--- src/fxlms_noise_canceller_macros.svh ---
// ----------------------------------------------------------------------------
// Assertion macros for the filtered-x LMS noise canceller
// Concurrent assertion wrappers clocked on clk; one form is gated by reset.
// ----------------------------------------------------------------------------
`ifndef FXLMS_NOISE_CANCELLER_MACROS_SVH
`define FXLMS_NOISE_CANCELLER_MACROS_SVH

`ifndef NO_ASSERTIONS

// Checked only while the block is out of reset.
`define FXNC_ASSERT(lbl, prop) \
  lbl: assert property (@(posedge clk) disable iff (!rst_n) prop) \
    else $error("fxlms_noise_canceller: assertion failed");

// Checked at every clock edge, during reset as well.
`define FXNC_ASSERT_ALWAYS(lbl, prop) \
  lbl: assert property (@(posedge clk) prop) \
    else $error("fxlms_noise_canceller: reset assertion failed");

`else

`define FXNC_ASSERT(lbl, prop)
`define FXNC_ASSERT_ALWAYS(lbl, prop)

`endif

`endif

--- src/fxnc_pkg.sv ---
// ----------------------------------------------------------------------------
// fxnc_pkg
// Constants, register indexes and the fixed secondary-path model.
// ----------------------------------------------------------------------------
package fxnc_pkg;

  // Register map.
  localparam int  CFG_AW        = 3;
  localparam logic REG_STEP_SIZE = 1'b0;
  localparam logic [15:0] STEP_RESET = 16'd6554;

  // Fixed-point formats.
  localparam int WEIGHT_W    = 24;
  localparam int WEIGHT_FRAC = 20;
  localparam int FX_W        = 16;
  localparam int STEP_W      = 16;

  // Shared multiplier operand widths.
  localparam int MUL_A_W = 33;
  localparam int MUL_B_W = 17;
  localparam int PROD_W  = MUL_A_W + MUL_B_W;

  localparam logic signed [WEIGHT_W-1:0] W_MAX  = 24'sh7FFFFF;
  localparam logic signed [WEIGHT_W-1:0] W_MIN  = -24'sh800000;
  localparam logic signed [FX_W-1:0]     FX_MAX = 16'sh7FFF;
  localparam logic signed [FX_W-1:0]     FX_MIN = -16'sh8000;

  // Secondary-path model in Q1.15; taps past the seventh are zero.
  localparam int PATH_NZ = 7;
  localparam logic signed [FX_W-1:0] PATH_COEFF [PATH_NZ] = '{
    16'sd82, 16'sd2048, 16'sd4096, 16'sd8192, 16'sd4096, 16'sd2048, 16'sd82
  };

  function automatic logic signed [FX_W-1:0] path_coeff(input logic [8:0] idx);
    logic signed [FX_W-1:0] c;
    c = '0;
    if (idx < 9'(PATH_NZ)) begin
      c = PATH_COEFF[idx[2:0]];
    end
    return c;
  endfunction

endpackage

--- src/fxnc_stream_if.sv ---
// ----------------------------------------------------------------------------
// fxnc stream interfaces
// Valid/ready channels for sample items and drive items.
// ----------------------------------------------------------------------------
interface fxnc_in_if #(parameter int SAMPLE_BITS = 12) ();
  logic                   valid;
  logic                   ready;
  logic [SAMPLE_BITS-1:0] ref_sample;
  logic [SAMPLE_BITS-1:0] error_sample;

  modport source (output valid, output ref_sample, output error_sample, input ready);
  modport sink   (input valid, input ref_sample, input error_sample, output ready);
endinterface

interface fxnc_out_if #(parameter int SAMPLE_BITS = 12) ();
  logic                   valid;
  logic                   ready;
  logic [SAMPLE_BITS-1:0] drive_value;

  modport source (output valid, output drive_value, input ready);
  modport sink   (input valid, input drive_value, output ready);
endinterface

--- src/fxlms_noise_canceller.sv ---
// ----------------------------------------------------------------------------
// fxlms_noise_canceller
// Filtered-x LMS adaptive FIR for active noise cancellation.
// ----------------------------------------------------------------------------
// Each sample item runs through one shared 33x17 multiplier in four passes:
// the adaptive FIR over ADAPT_TAPS weights, the secondary-path filter over
// PATH_TAPS taps, one product of step size and error, and the weight update
// over ADAPT_TAPS taps. The multiplier takes one product per cycle. The input
// is not ready while an item is in the block, so a new item is taken only
// after the weight update of the last one has finished. The drive item is
// registered after the FIR pass and may wait at the output while the rest of
// the item proceeds; the next item then stalls at the end of its own FIR
// pass until the drive register is free. After reset, a clearing pass zeroes
// the history and weight memories before the first item is taken. The step
// size is used in the error product of the item in progress, so the user
// must write the step size register only while no item is in flight; the
// block itself does not enforce this.
// ----------------------------------------------------------------------------
`include "fxlms_noise_canceller_macros.svh"

module fxlms_noise_canceller #(
  parameter int ADAPT_TAPS  = 16,
  parameter int PATH_TAPS   = 16,
  parameter int SAMPLE_BITS = 12
) (
  input  logic                         clk,
  input  logic                         rst_n,
  fxnc_in_if.sink                      in_ch,
  fxnc_out_if.source                   out_ch,
  input  logic                         psel,
  input  logic                         penable,
  input  logic                         pwrite,
  input  logic [fxnc_pkg::CFG_AW-1:0]  paddr,
  input  logic [31:0]                  pwdata,
  output logic [31:0]                  prdata,
  output logic                         pready
);

  import fxnc_pkg::*;

  localparam int HIST_LEN = (ADAPT_TAPS > PATH_TAPS) ? ADAPT_TAPS : PATH_TAPS;
  localparam int HW       = $clog2(HIST_LEN);
  localparam int AW       = $clog2(ADAPT_TAPS);
  localparam int CNT_W    = $clog2(HIST_LEN + 1);
  localparam int FRAC     = SAMPLE_BITS - 1;
  localparam int UPD_SH   = 11 + FRAC;
  localparam int ACC_W    = WEIGHT_W + SAMPLE_BITS + $clog2(ADAPT_TAPS) + 1;

  localparam logic signed [ACC_W-1:0]  HALF_Y   = ACC_W'(1) << (WEIGHT_FRAC - 1);
  localparam logic signed [ACC_W-1:0]  MID_Y    = ACC_W'(1) << FRAC;
  localparam logic signed [ACC_W-1:0]  TOP_Y    = (ACC_W'(1) << SAMPLE_BITS) - ACC_W'(1);
  localparam logic signed [ACC_W-1:0]  HALF_FX  = ACC_W'(1) << (FRAC - 1);
  localparam logic signed [PROD_W-1:0] HALF_UPD = PROD_W'(1) << (UPD_SH - 1);

  typedef enum logic [2:0] {
    ST_CLEAR,
    ST_IDLE,
    ST_FIR,
    ST_FIR_END,
    ST_PATH,
    ST_PATH_END,
    ST_ME,
    ST_UPD
  } state_t;

  // Memories.
  logic signed [SAMPLE_BITS-1:0] ref_mem [HIST_LEN];
  logic signed [FX_W-1:0]        fx_mem  [HIST_LEN];
  logic signed [WEIGHT_W-1:0]    w_mem   [ADAPT_TAPS];

  // Control state.
  state_t                        state_r;
  logic [CNT_W-1:0]              clr_r;
  logic [CNT_W-1:0]              cnt_r;
  logic [HW-1:0]                 pos_r;
  logic [HW-1:0]                 rp_r;
  logic                          s1_v_r;
  logic                          s2_v_r;
  logic                          out_valid_r;
  logic [STEP_W-1:0]             step_r;

  // Datapath registers.
  logic [CNT_W-1:0]              s1_k_r;
  logic [CNT_W-1:0]              s2_k_r;
  logic signed [SAMPLE_BITS-1:0] x_q_r;
  logic signed [FX_W-1:0]        fx_q_r;
  logic signed [WEIGHT_W-1:0]    w_q_r;
  logic signed [WEIGHT_W-1:0]    w_d_r;
  logic signed [PROD_W-1:0]      prod_r;
  logic signed [ACC_W-1:0]       acc_r;
  logic signed [MUL_A_W-1:0]     me_r;
  logic signed [SAMPLE_BITS-1:0] e_r;
  logic [SAMPLE_BITS-1:0]        drive_r;

  // Combinational signals.
  logic                          accept;
  logic                          cfg_we;
  logic [CNT_W-1:0]              lim;
  logic                          phase;
  logic                          issue;
  logic                          seq_done;
  logic [HW-1:0]                 rp_dec;
  logic [HW-1:0]                 pos_inc;
  logic signed [SAMPLE_BITS-1:0] x_in;
  logic signed [SAMPLE_BITS-1:0] e_in;
  logic signed [MUL_A_W-1:0]     mul_a;
  logic signed [MUL_B_W-1:0]     mul_b;
  logic signed [ACC_W-1:0]       y_rnd;
  logic signed [ACC_W-1:0]       y_off;
  logic [SAMPLE_BITS-1:0]        drive_nxt;
  logic signed [ACC_W-1:0]       fx_rnd;
  logic signed [FX_W-1:0]        fx_nxt;
  logic signed [PROD_W-1:0]      dw;
  logic signed [PROD_W-1:0]      w_sum;
  logic signed [WEIGHT_W-1:0]    w_nxt;

  logic                          ref_we;
  logic [HW-1:0]                 ref_wa;
  logic signed [SAMPLE_BITS-1:0] ref_wd;
  logic                          fx_we;
  logic [HW-1:0]                 fx_wa;
  logic signed [FX_W-1:0]        fx_wd;
  logic                          w_we;
  logic [AW-1:0]                 w_wa;
  logic signed [WEIGHT_W-1:0]    w_wd;

  // Handshakes and the register port.
  assign in_ch.ready        = (state_r == ST_IDLE);
  assign accept             = in_ch.valid && in_ch.ready;
  assign out_ch.valid       = out_valid_r;
  assign out_ch.drive_value = drive_r;
  assign pready             = 1'b1;
  assign cfg_we             = psel && penable && pwrite
                              && (paddr[CFG_AW-1:2] == REG_STEP_SIZE);
  assign prdata             = (paddr[CFG_AW-1:2] == REG_STEP_SIZE)
                              ? {16'b0, step_r} : 32'b0;

  // Offset binary to two's complement by flipping the top bit.
  assign x_in = {~in_ch.ref_sample[SAMPLE_BITS-1], in_ch.ref_sample[SAMPLE_BITS-2:0]};
  assign e_in = {~in_ch.error_sample[SAMPLE_BITS-1],
                 in_ch.error_sample[SAMPLE_BITS-2:0]};

  assign rp_dec  = (rp_r == '0) ? HW'(HIST_LEN - 1) : rp_r - 1'b1;
  assign pos_inc = (pos_r == HW'(HIST_LEN - 1)) ? '0 : pos_r + 1'b1;

  always_comb begin
    unique case (state_r)
      ST_FIR, ST_UPD: lim = CNT_W'(ADAPT_TAPS);
      ST_PATH:        lim = CNT_W'(PATH_TAPS);
      default:        lim = CNT_W'(1);
    endcase
  end

  assign phase    = (state_r == ST_FIR) || (state_r == ST_PATH)
                    || (state_r == ST_ME) || (state_r == ST_UPD);
  assign issue    = phase && (cnt_r != lim);
  assign seq_done = phase && (cnt_r == lim) && !s1_v_r && !s2_v_r;

  // Operand selection for the shared multiplier.
  always_comb begin
    unique case (state_r)
      ST_FIR: begin
        mul_a = MUL_A_W'(w_q_r);
        mul_b = MUL_B_W'(x_q_r);
      end
      ST_PATH: begin
        mul_a = MUL_A_W'(path_coeff(9'(s1_k_r)));
        mul_b = MUL_B_W'(x_q_r);
      end
      ST_ME: begin
        mul_a = MUL_A_W'(e_r);
        mul_b = $signed({1'b0, step_r});
      end
      ST_UPD: begin
        mul_a = me_r;
        mul_b = MUL_B_W'(fx_q_r);
      end
      default: begin
        mul_a = '0;
        mul_b = '0;
      end
    endcase
  end

  // Rounding and saturation of the three narrowed results.
  always_comb begin
    y_rnd = (acc_r + HALF_Y) >>> WEIGHT_FRAC;
    y_off = y_rnd + MID_Y;
    if (y_off < 0) begin
      drive_nxt = '0;
    end else if (y_off > TOP_Y) begin
      drive_nxt = '1;
    end else begin
      drive_nxt = y_off[SAMPLE_BITS-1:0];
    end

    fx_rnd = (acc_r + HALF_FX) >>> FRAC;
    if (fx_rnd > ACC_W'(FX_MAX)) begin
      fx_nxt = FX_MAX;
    end else if (fx_rnd < ACC_W'(FX_MIN)) begin
      fx_nxt = FX_MIN;
    end else begin
      fx_nxt = fx_rnd[FX_W-1:0];
    end

    dw    = (prod_r + HALF_UPD) >>> UPD_SH;
    w_sum = PROD_W'(w_d_r) + dw;
    if (w_sum > PROD_W'(W_MAX)) begin
      w_nxt = W_MAX;
    end else if (w_sum < PROD_W'(W_MIN)) begin
      w_nxt = W_MIN;
    end else begin
      w_nxt = w_sum[WEIGHT_W-1:0];
    end
  end

  // Memory write ports.
  always_comb begin
    ref_we = 1'b0;
    ref_wa = pos_r;
    ref_wd = x_in;
    fx_we  = 1'b0;
    fx_wa  = pos_r;
    fx_wd  = fx_nxt;
    w_we   = 1'b0;
    w_wa   = s2_k_r[AW-1:0];
    w_wd   = w_nxt;
    if (state_r == ST_CLEAR) begin
      ref_we = 1'b1;
      ref_wa = clr_r[HW-1:0];
      ref_wd = '0;
      fx_we  = 1'b1;
      fx_wa  = clr_r[HW-1:0];
      fx_wd  = '0;
      w_we   = (clr_r < CNT_W'(ADAPT_TAPS));
      w_wa   = clr_r[AW-1:0];
      w_wd   = '0;
    end else begin
      ref_we = accept;
      fx_we  = (state_r == ST_PATH_END);
      w_we   = s2_v_r && (state_r == ST_UPD);
    end
  end

  always_ff @(posedge clk) begin
    if (ref_we) begin
      ref_mem[ref_wa] <= ref_wd;
    end
    x_q_r <= ref_mem[rp_r];
  end

  always_ff @(posedge clk) begin
    if (fx_we) begin
      fx_mem[fx_wa] <= fx_wd;
    end
    fx_q_r <= fx_mem[rp_r];
  end

  always_ff @(posedge clk) begin
    if (w_we) begin
      w_mem[w_wa] <= w_wd;
    end
    w_q_r <= w_mem[cnt_r[AW-1:0]];
  end

  // Sequencer, multiply-accumulate pipeline and output register.
  always_ff @(posedge clk) begin
    s1_k_r <= cnt_r;
    s2_k_r <= s1_k_r;
    prod_r <= mul_a * mul_b;
    w_d_r  <= w_q_r;
    if (!rst_n) begin
      state_r     <= ST_CLEAR;
      clr_r       <= '0;
      cnt_r       <= '0;
      pos_r       <= '0;
      rp_r        <= '0;
      s1_v_r      <= 1'b0;
      s2_v_r      <= 1'b0;
      out_valid_r <= 1'b0;
      step_r      <= STEP_RESET;
    end else begin
      if (cfg_we) begin
        step_r <= pwdata[STEP_W-1:0];
      end
      s1_v_r <= issue;
      s2_v_r <= s1_v_r;
      if (issue) begin
        cnt_r <= cnt_r + 1'b1;
        rp_r  <= rp_dec;
      end
      if (s2_v_r) begin
        if (state_r == ST_FIR || state_r == ST_PATH) begin
          acc_r <= acc_r + ACC_W'(prod_r);
        end else if (state_r == ST_ME) begin
          me_r <= prod_r[MUL_A_W-1:0];
        end
      end
      if (out_valid_r && out_ch.ready && (state_r != ST_FIR_END)) begin
        out_valid_r <= 1'b0;
      end
      unique case (state_r)
        ST_CLEAR: begin
          clr_r <= clr_r + 1'b1;
          if (clr_r == CNT_W'(HIST_LEN - 1)) begin
            state_r <= ST_IDLE;
          end
        end
        ST_IDLE: begin
          if (in_ch.valid) begin
            e_r     <= e_in;
            cnt_r   <= '0;
            rp_r    <= pos_r;
            acc_r   <= '0;
            state_r <= ST_FIR;
          end
        end
        ST_FIR: begin
          if (seq_done) begin
            state_r <= ST_FIR_END;
          end
        end
        ST_FIR_END: begin
          if (!out_valid_r || out_ch.ready) begin
            out_valid_r <= 1'b1;
            drive_r     <= drive_nxt;
            acc_r       <= '0;
            cnt_r       <= '0;
            rp_r        <= pos_r;
            state_r     <= ST_PATH;
          end
        end
        ST_PATH: begin
          if (seq_done) begin
            state_r <= ST_PATH_END;
          end
        end
        ST_PATH_END: begin
          cnt_r   <= '0;
          state_r <= ST_ME;
        end
        ST_ME: begin
          if (seq_done) begin
            cnt_r   <= '0;
            rp_r    <= pos_r;
            state_r <= ST_UPD;
          end
        end
        ST_UPD: begin
          if (seq_done) begin
            pos_r   <= pos_inc;
            state_r <= ST_IDLE;
          end
        end
        default: begin
          state_r <= ST_CLEAR;
        end
      endcase
    end
  end

  `FXNC_ASSERT_ALWAYS(a_reset_state, !rst_n |=> (state_r == ST_CLEAR) && !out_valid_r)
  `FXNC_ASSERT(a_accept_starts_fir, accept |=> state_r == ST_FIR)
  `FXNC_ASSERT(a_count_bounded, phase |-> cnt_r <= lim)
  `FXNC_ASSERT(a_drained_at_end, (state_r == ST_FIR_END || state_r == ST_PATH_END) |-> !s1_v_r && !s2_v_r)
  `FXNC_ASSERT(a_drive_from_fir, $rose(out_valid_r) |-> $past(state_r) == ST_FIR_END)

endmodule

--- src/flat_wrapper.sv ---
// flat-port wrapper written by rule: the top's interface ports become plain ports
module fxlms_noise_canceller_flat import fxnc_pkg::*;
#(
  parameter int ADAPT_TAPS  = 16,
  parameter int PATH_TAPS   = 16,
  parameter int SAMPLE_BITS = 12
)
  (clk, rst_n, psel, penable, pwrite, paddr, pwdata, prdata, pready, in_ch_valid, in_ch_ref_sample, in_ch_error_sample, in_ch_ready, out_ch_valid, out_ch_drive_value, out_ch_ready);
  fxnc_in_if #(.SAMPLE_BITS(SAMPLE_BITS)) in_ch_i ();
  fxnc_out_if #(.SAMPLE_BITS(SAMPLE_BITS)) out_ch_i ();
  input  logic clk;
  input  logic rst_n;
  input  logic psel;
  input  logic penable;
  input  logic pwrite;
  input  logic [fxnc_pkg::CFG_AW-1:0] paddr;
  input  logic [31:0] pwdata;
  output logic [31:0] prdata;
  output logic pready;
  input wire logic [$bits(in_ch_i.valid)-1:0] in_ch_valid;
  input wire logic [$bits(in_ch_i.ref_sample)-1:0] in_ch_ref_sample;
  input wire logic [$bits(in_ch_i.error_sample)-1:0] in_ch_error_sample;
  output wire logic [$bits(in_ch_i.ready)-1:0] in_ch_ready;
  output wire logic [$bits(out_ch_i.valid)-1:0] out_ch_valid;
  output wire logic [$bits(out_ch_i.drive_value)-1:0] out_ch_drive_value;
  input wire logic [$bits(out_ch_i.ready)-1:0] out_ch_ready;
  assign in_ch_i.valid = in_ch_valid;
  assign in_ch_i.ref_sample = in_ch_ref_sample;
  assign in_ch_i.error_sample = in_ch_error_sample;
  assign in_ch_ready = in_ch_i.ready;
  assign out_ch_valid = out_ch_i.valid;
  assign out_ch_drive_value = out_ch_i.drive_value;
  assign out_ch_i.ready = out_ch_ready;
  fxlms_noise_canceller #(.ADAPT_TAPS(ADAPT_TAPS), .PATH_TAPS(PATH_TAPS), .SAMPLE_BITS(SAMPLE_BITS)) u_core (.clk(clk), .rst_n(rst_n), .in_ch(in_ch_i), .out_ch(out_ch_i), .psel(psel), .penable(penable), .pwrite(pwrite), .paddr(paddr), .pwdata(pwdata), .prdata(prdata), .pready(pready));
endmodule
--- config.mk ---
export PLATFORM = sky130hd
export DESIGN_NAME = fxlms_noise_canceller_flat
export DESIGN_NICKNAME = d
export VERILOG_FILES = /design/src/fxnc_pkg.sv /design/src/fxnc_stream_if.sv /design/src/fxlms_noise_canceller.sv /design/src/flat_wrapper.sv
export VERILOG_INCLUDE_DIRS = /design/src /design/src/src
export SDC_FILE = /design/constraint.sdc
export NUM_CORES = 2
export LEC_CHECK = 0
export ABC_AREA = 1
export BUFFER_PORTS_ARGS = -buffer_cell sky130_fd_sc_hd__buf_2
export CORE_ASPECT_RATIO = 0.7
export CORE_MARGIN = 2
export CORE_UTILIZATION = 50
export CTS_CLUSTER_DIAMETER = 60
export CTS_CLUSTER_SIZE = 28
export DETAILED_ROUTE_END_ITERATION = 10
export MAX_ROUTING_LAYER = met4
export PLACE_DENSITY = 0.64
export SLEW_MARGIN = 25
export SYNTH_ARGS = -nofsm -noshare
export SYNTH_HDL_FRONTEND = slang
export SYNTH_SLANG_ARGS = --single-unit
--- constraint.sdc ---
create_clock -name clk -period 15.6 [get_ports clk]
set_input_delay 3.12 -clock clk [delete_from_list [all_inputs] [get_ports clk]]
set_output_delay 3.12 -clock clk [all_outputs]
set_load 0.02 [all_outputs]
==> qor.txt <==
Clock transition at path regs = 100 ps
Warnings from Yosys = 0
Status = complete, no violations
Initial antenna violation count = 8
Congestion Overflow GR = 0
DR WL met3 = 19010 um
Routed wire length = 197800 um
Final Max Tran Viols = 0
Routed wl met2 = 81270 um
Uppermost layer routed = met4
Crit path max fanout = 20
Post-synth top area share = 40.57%
DIE AREA = 0.1407 mm^2
Core footprint = 0.1362 mm^2
Leading cell types in the layout, fill and taps excluded = nand2_1 (1465), inv_1 (1202), edfxtp_1 (930), nor2_1 (705), fa_1 (538)
Data arrival, critical path = 9760 ps
Chip height = 314.4 um
Post-synthesis cell count = 7211
Avg Cell Area, Syn = 9.545 um^2
Worst-case clock buffer depth = 3
CTS Sinks = 1105
Worst-Skew Late Latency = 770 ps
Power Density = 99.42 mW/mm^2
Fraction of registers with async set/reset = 0%
# resized after CTS = 0
Vias = 50440
Post-CTS Hold Buffers = 0
Routed vias/inst = 5.544
Commonest non-fill, non-tap cell in the layout = nand2_1
CTS buffer count = 77
Area Overhead vs Synth = 8.375%
Vias in the first global route = 48560
Worst r2r dst = u_core.prod_r[44]
Startpoint types = flop
WHS Endpoint = u_core.s2_k_r[3]
Critical path class = reg2reg
CTS root buffer = clkbuf_16
Worst hold slack = 362.2 ps
Post-CTS Setup Inserts = 0
DIE WIDTH = 447.5 um
Synth top area cells = edfxtp_1 (41%), fa_1 (16%), nand2_1 (8.0%)
Required @ worst endpoint = 16300 ps
Fin crit share = 58.03%
Register area share after synthesis = 45.66%
H-tree depth = 3
FF-to-FF Start = u_core.state_r[1]
Final nets = 7989
Unique masters post-synth = 59
Fraction of layout cells with a size suffix above 1 = 6.437%
CTS tree = built
Final Hold Vio Count = 0
Hold path depth = 0
Crit end category = flop
Largest net degree at the start of global routing = 91
F_max = 0.1105 GHz
Worst-Margin Slew = 1141 ps
Cell Rows = 113
Port buffer count = 77
Rel. slew slack = 23.91%
Hold Startpoint = u_core.s1_k_r[3]
Synth area leader = edfxtp_1
Gr usage total = 29.24%
R2R Setup Slk = 6550 ps
Max Clock Skew = 76.29 ps
Initial core utilization = 50.55%
GP Congestion = 0.9893
I/O pin count = 113
Max-capacitance violation count = 0
Setup TNS = 0 ps
Minimum clock period = 9053 ps
Main synth FF type = edfxtp_1
Antenna Nets Post-Route = 0
Peak supply drop = 0.09441 mV
Drt first pass iters = 7
Flops & latches, synth = 1105
R2R depth = 26
Wirelength per Cell = 21.73 um
Drt drc = 0
DP Wirelength = 142500 um
Number of DRC markers in iteration 0 = 5787
Post-synth EDFFs = 930
Worst hold path type = reg2reg
Final count of negative-setup-slack endpoints = 0
Met1 WL = 94440 um
First-pass GRT wire length = 301000 um
Leakage power = 33.38 nW
Cell area after synthesis = 0.06883 mm^2
RSZ-0062 raised after global routing = no
through the flow:
| stage | utilization (%) | setup WS (ps) | power (mW) | cells | cell area, um^2 |
|---|---|---|---|---|---|
| floorplan | - | 8682 | 4.554 | 7226 | 68890 |
| global placement | 52.36 | 6787 | 5.072 | 8942 | 71290 |
| detailed placement | 52.46 | 6723 | 5.099 | 8946 | 71420 |
| CTS | 54.64 | 6686 | 7.396 | 9090 | 74390 |
| global route | 54.78 | 6048 | 7.691 | 9097 | 74590 |
| finish | 54.79 | 6547 | 7.416 | 9099 | 74590 |
registers in the layout, summed over array words and instances, names as in the netlist, 3 cells and up:
name                       cells
u_core.acc_r                  41
u_core.clr_r                   5
u_core.cnt_r                   5
u_core.e_r                    12
u_core.fx_mem                256
u_core.fx_q_r                 16
u_core.me_r                   33
u_core.out_ch.drive_value     12
u_core.pos_r                   4
u_core.prod_r                 50
u_core.ref_mem               192
u_core.rp_r                    4
u_core.s1_k_r                  5
u_core.s2_k_r                  4
u_core.state_r                 3
u_core.step_r                 16
u_core.w_d_r                  24
u_core.w_mem                 384
u_core.w_q_r                  24
u_core.x_q_r                  12
cell usage after synthesis (all sizes together), types with 4 or more instances:
cell type     n
nand2      1472
inv        1213
edfxtp      930
nor2        759
fa          538
o21ai       468
nand3       260
a21oi       244
clkbuf      205
ha          195
dfxtp       175
o221ai      120
buf         105
xor2         95
nand4        61
nor3         55
o211ai       51
xnor2        49
o22ai        44
o21bai       20
a31oi        18
a221oi       15
nor4         15
nand3b       14
a21o         12
and3         10
a22oi         9
a311oi        9
a21boi        8
or2           8
clkinv        7
o21a          6
and2          5
a211oi        4
per-layer routing:
layer	vias to the layer above	global-route usage, %
met5	-	-
met4	0	4.998
met3	187	5.020
met2	2152	39.68
met1	24780	46.08
li1	23330	-
cell type report:
| class | count | area (um^2) |
|---|---|---|
| tap | 1840 | 2302 |
| timing repair buffer | 195 | 1429 |
| sequential | 1105 | 31450 |
| clock buffer | 83 | 1959 |
| fill | 12030 | 61560 |
| inverter | 1220 | 4591 |
| antenna | 4 | 10.01 |
| clock inverter | 61 | 1012 |
| multi-input combinational | 4591 | 31840 |
critical path, stage by stage, from the launching register on:
cell and delay, ps:
dfxtp_1 450, inv_1 120, nor3_4 480, buf_4 320, inv_1 300, o21ai_0 610
a21oi_1 280, inv_1 440, buf_4 380, nand2_1 90, inv_1 100, fa_1 540
fa_1 950, inv_1 200, fa_1 570, inv_1 60, fa_1 480, fa_1 530
fa_1 490, ha_1 410, nand2_1 130, nor2_1 100, inv_1 100, nor4_1 410
nand3_1 130, nand3_1 160, xor2_1 150
report_power, final:
part           switching (mW)  internal, mW
sequential              0.185          3.72
combinational           0.891         0.299
clock                    1.26          1.07
total                    2.34          5.08
how the worst max path moves through the flow:
stage                 startpoint                end  depth (start not counted)
6_report       u_core.state_r[1]  u_core.prod_r[44]                         26
4_1_cts        u_core.state_r[2]  u_core.prod_r[44]                         26
3_5_place_dp   u_core.state_r[2]  u_core.prod_r[44]                         26
3_3_place_gp   u_core.state_r[2]  u_core.prod_r[44]                         26
5_1_grt        u_core.state_r[2]  u_core.prod_r[44]                         26
2_1_floorplan           paddr[2]         prdata[10]                          3
kinds of logic (layout without fill, tap and decap cells):
| family | count (synthesis) | count (layout) | synth area share, % |
|---|---|---|---|
| adders and majority gates | 733 | 733 | 19.19 |
| xor gates and xnor gates | 144 | 144 | 1.843 |
| AOI/OAI and AO/OA | 1034 | 1034 | 8.896 |
| buffers and inverters | 1530 | 1559 | 8.598 |
| DFF | 1105 | 1105 | 45.66 |
| and+or+nand+nor | 2663 | 2663 | 15.80 |
| other | 2 | 21 | 0.01091 |
(Power assumes the default switching activity.)
